**config.mk**
```make
export PLATFORM = sky130hd
export DESIGN_NAME = zbpa_seq
export DESIGN_NICKNAME = d
export VERILOG_FILES = /design/src/zbpa_pkg.sv /design/src/zbpa_seq.sv
export SDC_FILE = /design/constraint.sdc
export NUM_CORES = 1
export LEC_CHECK = 0
export BUFFER_PORTS_ARGS = -buffer_cell sky130_fd_sc_hd__buf_4
export CELL_PAD_IN_SITES_DETAIL_PLACEMENT = 1
export CELL_PAD_IN_SITES_GLOBAL_PLACEMENT = 2
export CORE_ASPECT_RATIO = 1.1
export CORE_MARGIN = 2
export CORE_UTILIZATION = 38
export CTS_CLUSTER_DIAMETER = 120
export DETAILED_ROUTE_END_ITERATION = 16
export PLACE_DENSITY_LB_ADDON = 0.3
export SLEW_MARGIN = 5
export SYNTH_ARGS = -nofsm -noshare
export SYNTH_HDL_FRONTEND = slang
export SYNTH_SLANG_ARGS = --single-unit
```
**constraint.sdc**
```tcl
create_clock -name clk -period 10.1 [get_ports clk]
set_input_delay 1.01 -clock clk [delete_from_list [all_inputs] [get_ports clk]]
set_output_delay 1.01 -clock clk [all_outputs]
set_load 0.02 [all_outputs]
```
**src/zbpa_pkg.sv**
```systemverilog
// ----------------------------------------------------------------------------
// zbpa_pkg
// Shared types and codes for the zoned bitmap page allocator.
// ----------------------------------------------------------------------------
package zbpa_pkg;

    localparam int GROUP_BITS    = 8;
    localparam int PAGE_NUMBER_W = 13;
    localparam int TOTAL_PAGES_W = 14;
    localparam int RESERVED_W    = 11;
    localparam int CFG_DATA_W    = 14;
    localparam int CFG_INDEX_W   = 1;
    localparam int STATUS_W      = 2;

    localparam logic [GROUP_BITS-1:0] GROUP_FULL  = 8'hFF;
    localparam logic [GROUP_BITS-1:0] GROUP_EMPTY = 8'h00;

    localparam logic [TOTAL_PAGES_W-1:0] TOTAL_PAGES_RST    = 14'd8192;
    localparam logic [RESERVED_W-1:0]    RESERVED_GROUPS_RST = 11'd1;

    // Register indexes
    localparam logic [CFG_INDEX_W-1:0] REG_TOTAL_PAGES     = 1'b0;
    localparam logic [CFG_INDEX_W-1:0] REG_RESERVED_GROUPS = 1'b1;

    // Opcodes
    localparam logic OP_INIT  = 1'b0;
    localparam logic OP_ALLOC = 1'b1;

    // Zones
    localparam logic ZONE_DMA    = 1'b0;
    localparam logic ZONE_NORMAL = 1'b1;

    // Result status
    localparam logic [STATUS_W-1:0] ST_ALLOCATED = 2'd0;
    localparam logic [STATUS_W-1:0] ST_EXHAUSTED = 2'd1;
    localparam logic [STATUS_W-1:0] ST_INIT_DONE = 2'd2;

    typedef struct packed {
        logic opcode;
        logic zone;
    } cmd_t;

    typedef struct packed {
        logic [PAGE_NUMBER_W-1:0] page_number;
        logic                     zone_used;
        logic [STATUS_W-1:0]      status;
    } result_t;

endpackage

```
**src/zbpa_seq.sv**
```systemverilog
// ----------------------------------------------------------------------------
// zbpa_seq
// Sequencer: store sweep for reset and init, first-fit group scan with
// one shared free-bit check, zone fallback and result register.
// ----------------------------------------------------------------------------
module zbpa_seq
    import zbpa_pkg::*;
#(
    parameter int MAX_PAGES = 8192,
    parameter int DMA_PAGES = 4096
)
(
    input  logic                              clk,
    input  logic                              rst_n,
    input  logic                              start,
    input  cmd_t                              cmd,
    output logic                              busy,
    output logic                              done,
    output result_t                           result,
    input  logic [TOTAL_PAGES_W-1:0]          total_pages,
    input  logic [RESERVED_W-1:0]             reserved_groups,
    output logic                              mem_we,
    output logic [$clog2(MAX_PAGES/8)-1:0]    mem_waddr,
    output logic [GROUP_BITS-1:0]             mem_wdata,
    output logic                              mem_re,
    output logic [$clog2(MAX_PAGES/8)-1:0]    mem_raddr,
    input  logic [GROUP_BITS-1:0]             mem_rdata
);

    localparam int GROUPS   = MAX_PAGES / 8;
    localparam int GW       = $clog2(GROUPS);
    localparam int CW       = GW + 1;
    localparam int NW       = ($clog2(MAX_PAGES + 1) > TOTAL_PAGES_W) ?
                              $clog2(MAX_PAGES + 1) : TOTAL_PAGES_W;
    localparam int RW       = (CW > RESERVED_W) ? CW : RESERVED_W;
    localparam int DMA_CLIP = (DMA_PAGES < MAX_PAGES) ? DMA_PAGES : MAX_PAGES;
    localparam int PW       = GW + 3;

    typedef enum logic [2:0] {
        S_IDLE  = 3'b001,
        S_SWEEP = 3'b010,
        S_SCAN  = 3'b100
    } state_t;

    state_t          state_reg, state_next;
    logic [CW-1:0]   cnt_reg, cnt_next;
    logic [CW-1:0]   end_reg, end_next;
    logic [CW-1:0]   dma_end_reg, dma_end_next;
    logic [CW-1:0]   lim_reg, lim_next;
    logic            init_reg, init_next;
    logic            normal_reg, normal_next;
    logic [GW-1:0]   chk_reg, chk_next;
    logic            chk_vld_reg, chk_vld_next;
    logic            done_reg, done_next;
    result_t         result_reg, result_next;

    // zone bounds from the current registers
    logic [NW-1:0]   tp_ext, eff_pages, dma_pages;
    logic [CW-1:0]   dma_groups, normal_groups, normal_end, res_clip;

    // shared free-bit check
    logic            grp_free;
    logic [2:0]      free_bit;
    logic [PW-1:0]   page_full;

    always_comb
    begin
        tp_ext        = NW'(total_pages);
        eff_pages     = (tp_ext > NW'(MAX_PAGES)) ? NW'(MAX_PAGES) : tp_ext;
        dma_pages     = (eff_pages > NW'(DMA_CLIP)) ? NW'(DMA_CLIP) : eff_pages;
        dma_groups    = CW'(dma_pages >> 3);
        normal_groups = CW'((eff_pages - dma_pages) >> 3);
        normal_end    = dma_groups + normal_groups;
        res_clip      = (RW'(reserved_groups) > RW'(GROUPS)) ?
                        CW'(GROUPS) : CW'(reserved_groups);
    end

    always_comb
    begin
        free_bit = 3'd0;
        for (int b = GROUP_BITS - 1; b >= 0; b--)
        begin
            if (!mem_rdata[b])
            begin
                free_bit = 3'(b);
            end
        end
        grp_free  = chk_vld_reg && (mem_rdata != GROUP_FULL);
        page_full = {chk_reg, free_bit};
    end

    always_comb
    begin
        state_next   = state_reg;
        cnt_next     = cnt_reg;
        end_next     = end_reg;
        dma_end_next = dma_end_reg;
        lim_next     = lim_reg;
        init_next    = init_reg;
        normal_next  = normal_reg;
        chk_next     = chk_reg;
        chk_vld_next = chk_vld_reg;
        done_next    = 1'b0;
        result_next  = result_reg;
        mem_we       = 1'b0;
        mem_waddr    = cnt_reg[GW-1:0];
        mem_wdata    = GROUP_EMPTY;
        mem_re       = 1'b0;
        mem_raddr    = cnt_reg[GW-1:0];

        case (state_reg)
            S_IDLE:
            begin
                if (start)
                begin
                    cnt_next     = '0;
                    chk_vld_next = 1'b0;
                    if (cmd.opcode == OP_INIT)
                    begin
                        lim_next   = res_clip;
                        init_next  = 1'b1;
                        state_next = S_SWEEP;
                    end
                    else
                    begin
                        dma_end_next = dma_groups;
                        if (cmd.zone == ZONE_NORMAL)
                        begin
                            normal_next = 1'b1;
                            cnt_next    = dma_groups;
                            end_next    = normal_end;
                        end
                        else
                        begin
                            normal_next = 1'b0;
                            end_next    = dma_groups;
                        end
                        state_next = S_SCAN;
                    end
                end
            end

            S_SWEEP:
            begin
                mem_we    = 1'b1;
                mem_wdata = (cnt_reg < lim_reg) ? GROUP_FULL : GROUP_EMPTY;
                if (cnt_reg == CW'(GROUPS - 1))
                begin
                    state_next = S_IDLE;
                    if (init_reg)
                    begin
                        done_next   = 1'b1;
                        result_next = '{page_number: '0, zone_used: ZONE_DMA,
                                        status: ST_INIT_DONE};
                    end
                end
                else
                begin
                    cnt_next = cnt_reg + 1'b1;
                end
            end

            S_SCAN:
            begin
                if (grp_free)
                begin
                    // take lowest free bit of the checked group
                    mem_we      = 1'b1;
                    mem_waddr   = chk_reg;
                    mem_wdata   = mem_rdata | (GROUP_BITS'(1) << free_bit);
                    done_next   = 1'b1;
                    result_next = '{page_number: PAGE_NUMBER_W'(page_full),
                                    zone_used: normal_reg, status: ST_ALLOCATED};
                    chk_vld_next = 1'b0;
                    state_next   = S_IDLE;
                end
                else if (cnt_reg < end_reg)
                begin
                    mem_re       = 1'b1;
                    chk_next     = cnt_reg[GW-1:0];
                    chk_vld_next = 1'b1;
                    cnt_next     = cnt_reg + 1'b1;
                end
                else
                begin
                    chk_vld_next = 1'b0;
                    if (!chk_vld_reg)
                    begin
                        if (normal_reg)
                        begin
                            // normal zone exhausted: fall back to DMA
                            normal_next = 1'b0;
                            cnt_next    = '0;
                            end_next    = dma_end_reg;
                        end
                        else
                        begin
                            done_next   = 1'b1;
                            result_next = '{page_number: '0, zone_used: ZONE_DMA,
                                            status: ST_EXHAUSTED};
                            state_next  = S_IDLE;
                        end
                    end
                end
            end

            default:
            begin
                state_next = S_IDLE;
            end
        endcase
    end

    always_ff @(posedge clk or negedge rst_n)
    begin
        if (!rst_n)
        begin
            state_reg   <= S_SWEEP;
            cnt_reg     <= '0;
            lim_reg     <= '0;
            init_reg    <= 1'b0;
            chk_vld_reg <= 1'b0;
            done_reg    <= 1'b0;
            normal_reg  <= 1'b0;
            end_reg     <= '0;
            dma_end_reg <= '0;
        end
        else
        begin
            state_reg   <= state_next;
            cnt_reg     <= cnt_next;
            lim_reg     <= lim_next;
            init_reg    <= init_next;
            chk_vld_reg <= chk_vld_next;
            done_reg    <= done_next;
            normal_reg  <= normal_next;
            end_reg     <= end_next;
            dma_end_reg <= dma_end_next;
        end
    end

    always_ff @(posedge clk)
    begin
        chk_reg    <= chk_next;
        result_reg <= result_next;
    end

    assign busy   = (state_reg != S_IDLE);
    assign done   = done_reg;
    assign result = result_reg;

    // ---- checks ----
    a_done_after_work: assert property (@(posedge clk) disable iff (!rst_n)
        done_reg |-> $past(state_reg != S_IDLE))
        else $error("result strobe without preceding work");

    a_write_when_active: assert property (@(posedge clk) disable iff (!rst_n)
        mem_we |-> (state_reg == S_SWEEP || state_reg == S_SCAN))
        else $error("store write while idle");

    a_alloc_wrote: assert property (@(posedge clk) disable iff (!rst_n)
        (done_reg && result_reg.status == ST_ALLOCATED) |-> $past(mem_we))
        else $error("page handed out without marking it used");

    a_scan_bound: assert property (@(posedge clk) disable iff (!rst_n)
        (state_reg == S_SCAN) |-> (cnt_reg <= end_reg && end_reg <= CW'(GROUPS)))
        else $error("scan pointer past zone end");

endmodule

```
* After elaboration in Yosys (flattened, before gate mapping)
Cells that the tools add are included.
Storage, ports and cells: flip-flop bits (word level) 77, bits in latches 0, memory bits (writable) 0, bits in read-only memories 0, bits of input ports 38, output and inout port bits 48, word-level logic and storage cells 127, memories 0
Cells by class: $add $sub $neg 3, multipliers 0, divide/modulo/power cells 0, magnitude comparators 5, equal/unequal tests 20, shift operators 1, muxes and demuxes 69, bitwise operators 3, reduce and logical (&&, ||, !) cells 13
Operators by type and width (number):
- 11-bit 2-to-1 mux | 16
- 16-bit 2-to-1 mux | 6
- 3-bit 2-to-1 mux | 15
- 11-bit case mux with 3 select lines | 1
- 16-bit case mux with 2 select lines | 1
- 14-bit 2-to-1 mux | 2
- 11-bit < comparator | 2
- 11-bit case mux with 2 select lines | 1
- 10-bit 2-to-1 mux | 2
- 2-bit != test (second input constant) | 9
- 6-bit AND reduction | 3
- 1-bit 2-to-1 mux | 17
- 8-bit 2-to-1 mux | 2
- 8-bit case mux with 2 select lines | 1
- 3-bit != test (second input constant) | 5
- 14-bit by 13-bit greater-than comparator with 1-bit output (second input constant) | 1
- 14-bit greater-than comparator (second input constant) | 1
- 14-bit subtractor | 1
- 11-bit by 1-bit adder with 11-bit output (second input constant) | 1
- 11-bit adder | 1
- 11-bit by 10-bit == test with 1-bit output (second input constant) | 1
- 11-bit greater-than comparator (second input constant) | 1
- 3-bit case mux with 3 select lines | 1
- 3-bit AND reduction | 3
- 15 further kinds | 20

* Depth between registers and ports, before layout
word-level depth 12, depth in mapped cells 13, gate-level depth less buffers 13

* Least setup slack after synthesis
Ideal clock, no wire load.
kind input -> register, start in total_pages[3], end reg end_reg[10], library setup time 0.136 ns, arrival time 3.560 ns, data required time 9.964 ns, setup slack 6.404 ns, cell stages on the path 13, buffers on the path 0, cells stage by stage nor4_1 -> nand3_1 -> nand3b_1 -> o21ai_0 -> and2_1 -> ha_1 -> fa_1 -> a21oi_1 -> o21ai_0 -> o22ai_1 -> nor2b_1 -> a2111oi_0 -> o31ai_1
On the way: longest elaborated chain between the ends 10
Ends and longest elaborated chain:
- start, declared | RTL line zbpa_seq.sv:20 | input logic [TOTAL_PAGES_W-1:0] total_pages,
- 14-bit greater-than comparator | RTL line zbpa_seq.sv:69 | eff_pages = (tp_ext > NW'(MAX_PAGES)) ? NW'(MAX_PAGES) : tp_ext;
- 14-bit 2-to-1 mux * | RTL line zbpa_seq.sv:69
- 14-bit by 13-bit greater-than comparator with 1-bit output | RTL line zbpa_seq.sv:70 | dma_pages = (eff_pages > NW'(DMA_CLIP)) ? NW'(DMA_CLIP) : eff_pages;
- 14-bit 2-to-1 mux | RTL line zbpa_seq.sv:70
- 14-bit subtractor | RTL line zbpa_seq.sv:72 | normal_groups = CW'((eff_pages - dma_pages) >> 3);
- 11-bit adder | RTL line zbpa_seq.sv:73 | normal_end = dma_groups + normal_groups;
- 11-bit 2-to-1 mux * | RTL line zbpa_seq.sv:127 | if (cmd.zone == ZONE_NORMAL)
- 11-bit 2-to-1 mux * | RTL line zbpa_seq.sv:118 | if (cmd.opcode == OP_INIT)
- 11-bit 2-to-1 mux * | RTL line zbpa_seq.sv:114 | if (start)
- 11-bit case mux with 2 select lines * | RTL line zbpa_seq.sv:111 | case (state_reg)
- end signal, assigned | RTL line zbpa_seq.sv:237 | end_reg <= end_next;
- end, declared | RTL line zbpa_seq.sv:47 | logic [CW-1:0] end_reg, end_next;
Mark *: on every way between the ends. The rest lies on a longest branch, timed or not. The select of a mux whose other input is x is not followed. A chain may end at the register's enable or synchronous reset.

* Worst setup path in the final report
start reg cnt_reg[6], end out mem_re
On the way: longest elaborated chain between the ends 4
Ends and longest elaborated chain:
- start, declared | RTL line zbpa_seq.sv:46 | logic [CW-1:0] cnt_reg, cnt_next;
- start signal, assigned | RTL line zbpa_seq.sv:231 | cnt_reg <= cnt_next;
- 11-bit < comparator | RTL line zbpa_seq.sv:177 | else if (cnt_reg < end_reg)
- 1-bit 2-to-1 mux | RTL line zbpa_seq.sv:177
- 1-bit 2-to-1 mux | RTL line zbpa_seq.sv:165 | if (grp_free)
- 1-bit 2-to-1 mux | RTL line zbpa_seq.sv:111
- end, declared | RTL line zbpa_seq.sv:25 | output logic mem_re,
Every way passes these cells.

==> impl_metrics.json <==
{
  "clkPwrFrac_pct": 21.4,
  "seqPwrFrac_pct": 33.6,
  "dr.pass1.iters": 4,
  "vias": 4633,
  "path_cells": "ha_1, a21o_1, a221oi_4, o21a_1, o21ai_0, nor2_1, buf_4",
  "cts_hold_buf": 0,
  "final-seq-area_sq_um": 2060,
  "setup_slack_ps": 5640,
  "grt_pass1_wl_mm": 24.9,
  "cts_sinks": 77,
  "antenna_found_initial": 0,
  "p_int_uw": 875,
  "diodes": 0,
  "synth_top_area_share_pct": 24.1,
  "reg2reg_slack_ps": 6910,
  "fin_crit_sh_pct": 44.1,
  "routed_wl_mm": 15.6,
  "synth_ff_type": "dfrtp_1",
  "root_buffer": "clkbuf_16",
  "place.gp.congestion": 0.861,
  "ir_worst_vdd_v": 0.0000851,
  "async_flop_share_pct": 66.2,
  "grt_pass1_vias": 4707,
  "min_period_ps": 4460,
  "portBuffers": 85,
  "pin_count": 86,
  "drtAntennaViolNets": 0,
  "max_freq_ghz": 0.224,
  "clock_path_buffers": 2,
  "yosys.area.top_type": "dfrtp_1",
  "die_height_um": 127,
  "synthCells": 565,
  "yosys.area_share.adder_pct": 7.85,
  "largest_register_ffs": 16,
  "yosysWarnings": 0,
  "synth_edf_count": 26,
  "dpl_worst_slack_ps": 5770,
  "synth.area.mux_share_pct": 2.21,
  "cts_resized": 0,
  "htreeDepth": 3,
  "area_growth_syn_to_layout_pct": 19.1,
  "final_cell_count_no_fill": 821,
  "hold_path.startpoint": "lim_reg[3]",
  "slew_violations": 0,
  "synth-simple-area-share_pct": 19.6,
  "combPwrFrac_pct": 45.0,
  "crit_required_ps": 9090,
  "synth_xor_area_share_pct": 1.35,
  "worstSetupStartpointType": "register",
  "min_to": "lim_reg[3]",
  "synthesis.nets": 635,
  "arrival_ps": 3450,
  "switching_share_pct": 42.3,
  "status": "completed",
  "clk_latency_ps": 340,
  "holdWs_ps": 482,
  "row_count": 44,
  "power.switching_uw": 642,
  "synth_commonest_cells": "nand2_1, dfrtp_1, nor2_1",
  "nets": 702,
  "critPathSlowestCell": "nor2_1",
  "synth_top_family_by_area": "compound AO/OA/AOI/OAI gates",
  "cts_buffers": 9,
  "syn_area_per_cell_sq_um": 9.20,
  "fillerInstances": 1565,
  "cts_setup_buffers": 0,
  "rsz0062_at_grt": "false",
  "finalSetupTns_ps": 0,
  "core_region_area_sq_um": 13300,
  "place_inst": 805,
  "tightest_slew_ps": 984,
  "ys_types": 72,
  "worstSetupEndpointType": "output pin",
  "drc": 0,
  "netlist_area_sq_um": 5200,
  "crit_buf_inv": 1,
  "ys_seq_area_share_pct": 39.6,
  "drive_gt1_share_pct": 20.9,
  "fp.dieW_um": 116,
  "relSlewSlack_pct": 34.1,
  "drv_cap": 0,
  "path_class": "register to output pin",
  "max_stage_delay_ps": 830,
  "dieArea_sq_um": 14600,
  "via_per_inst": 5.64,
  "r2r_end": "chk_reg[7]",
  "dp_hpwl_mm": 11.7,
  "r2r_cells": 6,
  "synth_most_common_cell": "nand2_1",
  "grt.total_usage_pct": 22.1,
  "reg2reg_from": "cnt_reg[6]",
  "post_drt_wl_per_cell_um": 19.0,
  "setup_viol": 0,
  "clk_pin_slew_ps": 60,
  "critPathMaxFanout": 11,
  "skew_ps": 5.48,
  "powerDensity_nw_per_um2": 245,
  "cts_tree": "yes",
  "min_path_cells": 2,
  "multi_input_area_sq_um": 2820,
  "cp_top_family": "compound AO/OA/AOI/OAI gates",
  "yosys-top-cells-area": "dfrtp_1, edfxtp_1, ha_1",
  "grt_max_degree": 52,
  "hold_class": "register to register",
  "initial_utilization_pct": 39.2,
  "hold_viol": 0,
  "finalPower_uw": 1520,
  "drt_iter0_drc": 266,
  "synth_seq_cells": 77,
  "leakage_uw": 0.00286,
  "overflow": 0,
  "synth-compound-area-share_pct": 23.2
}
cells in the final DEF, fill, tap and decap left out, drive strengths merged, types with 3 or more instances in the layout:
cell | netlist | layout
buf | 15 | 87
nand2 | 55 | 55
dfrtp | 50 | 50
o21ai | 46 | 46
nor2 | 45 | 45
a21oi | 44 | 44
inv | 37 | 37
ha | 31 | 31
edfxtp | 26 | 26
and2 | 25 | 25
a21o | 19 | 19
nand2b | 17 | 17
a211oi | 13 | 13
nand3 | 12 | 12
o221ai | 11 | 11
clkbuf | 16 | 9
a22o | 8 | 8
o211ai | 8 | 8
nor4 | 8 | 8
a31oi | 6 | 6
xnor2 | 6 | 6
mux2 | 6 | 6
clkinv | 0 | 6
nor3 | 5 | 5
o31ai | 5 | 5
mux2i | 4 | 4
and3 | 4 | 4
o21a | 3 | 3
nand3b | 3 | 3
nand4 | 3 | 3
a2111oi | 3 | 3
or2 | 3 | 3
tightest hold or removal path: stages, from the launching register on:
cell and delay (ps):
dfrtp_1 340, nand2_1 50, o21ai_0 60
layer usage:
| layer | track usage [%] | up-vias | wire length [um] |
|---|---|---|---|
| li1 | - | 2179 | - |
| met1 | 27.8 | 2305 | 6710 |
| met2 | 38.3 | 124 | 7940 |
| met3 | 3.06 | 25 | 646 |
| met4 | 8.01 | 0 | 324 |
| met5 | 0 | - | 0 |
through the flow:
stage	util, %	cell area, sq um
final	46.7	6190
after global routing	46.7	6190
after CTS	46.7	6190
after detailed placement	44.5	5900
after global placement	44.5	5900
after floorplan	-	5200
power by group through the flow:
stage | clock [uW] | combinational [uW] | sequential, uW
floorplan | 0 | 513 | 473
global placement | 0 | 659 | 511
detailed placement | 0 | 686 | 516
CTS | 330 | 691 | 510
global route | 344 | 754 | 524
finish | 324 | 682 | 510
cell type report:
| type | instances | area share (%) |
|---|---|---|
| clock inverter | 7 | 1.07 |
| multi-input combinational | 420 | 45.5 |
| inverter | 37 | 2.24 |
| sequential | 77 | 33.2 |
| tap | 184 | 3.72 |
| timing repair buffer | 87 | 10.5 |
| clock buffer | 9 | 3.64 |
logic make-up (layout without fill, tap and decap cells):
| kind of cell | Yosys count | in the layout |
|---|---|---|
| adder cells (fa/ha/maj) | 32 | 32 |
| XOR/XNOR | 8 | 8 |
| flip-flops | 77 | 77 |
| AO/OA/AOI/OAI | 178 | 178 |
| multiplexers | 10 | 10 |
| AND/OR/NAND/NOR | 192 | 192 |
| buffers and inverters | 68 | 140 |
how the worst max path moves through the flow:
stage | startpoint | endpoint | slack (ps) | depth (start not counted)
finish | cnt_reg[6] | mem_re | 5640 | 7
global route | cnt_reg[2] | mem_re | 5460 | 7
CTS | cnt_reg[6] | mem_re | 5640 | 7
detailed placement | total_pages[3] | end_reg[10] | 5770 | 14
global placement | total_pages[3] | end_reg[10] | 6010 | 14
floorplan | total_pages[3] | end_reg[10] | 6400 | 13
No activity file was read; power rests on OpenSTA's default activity.
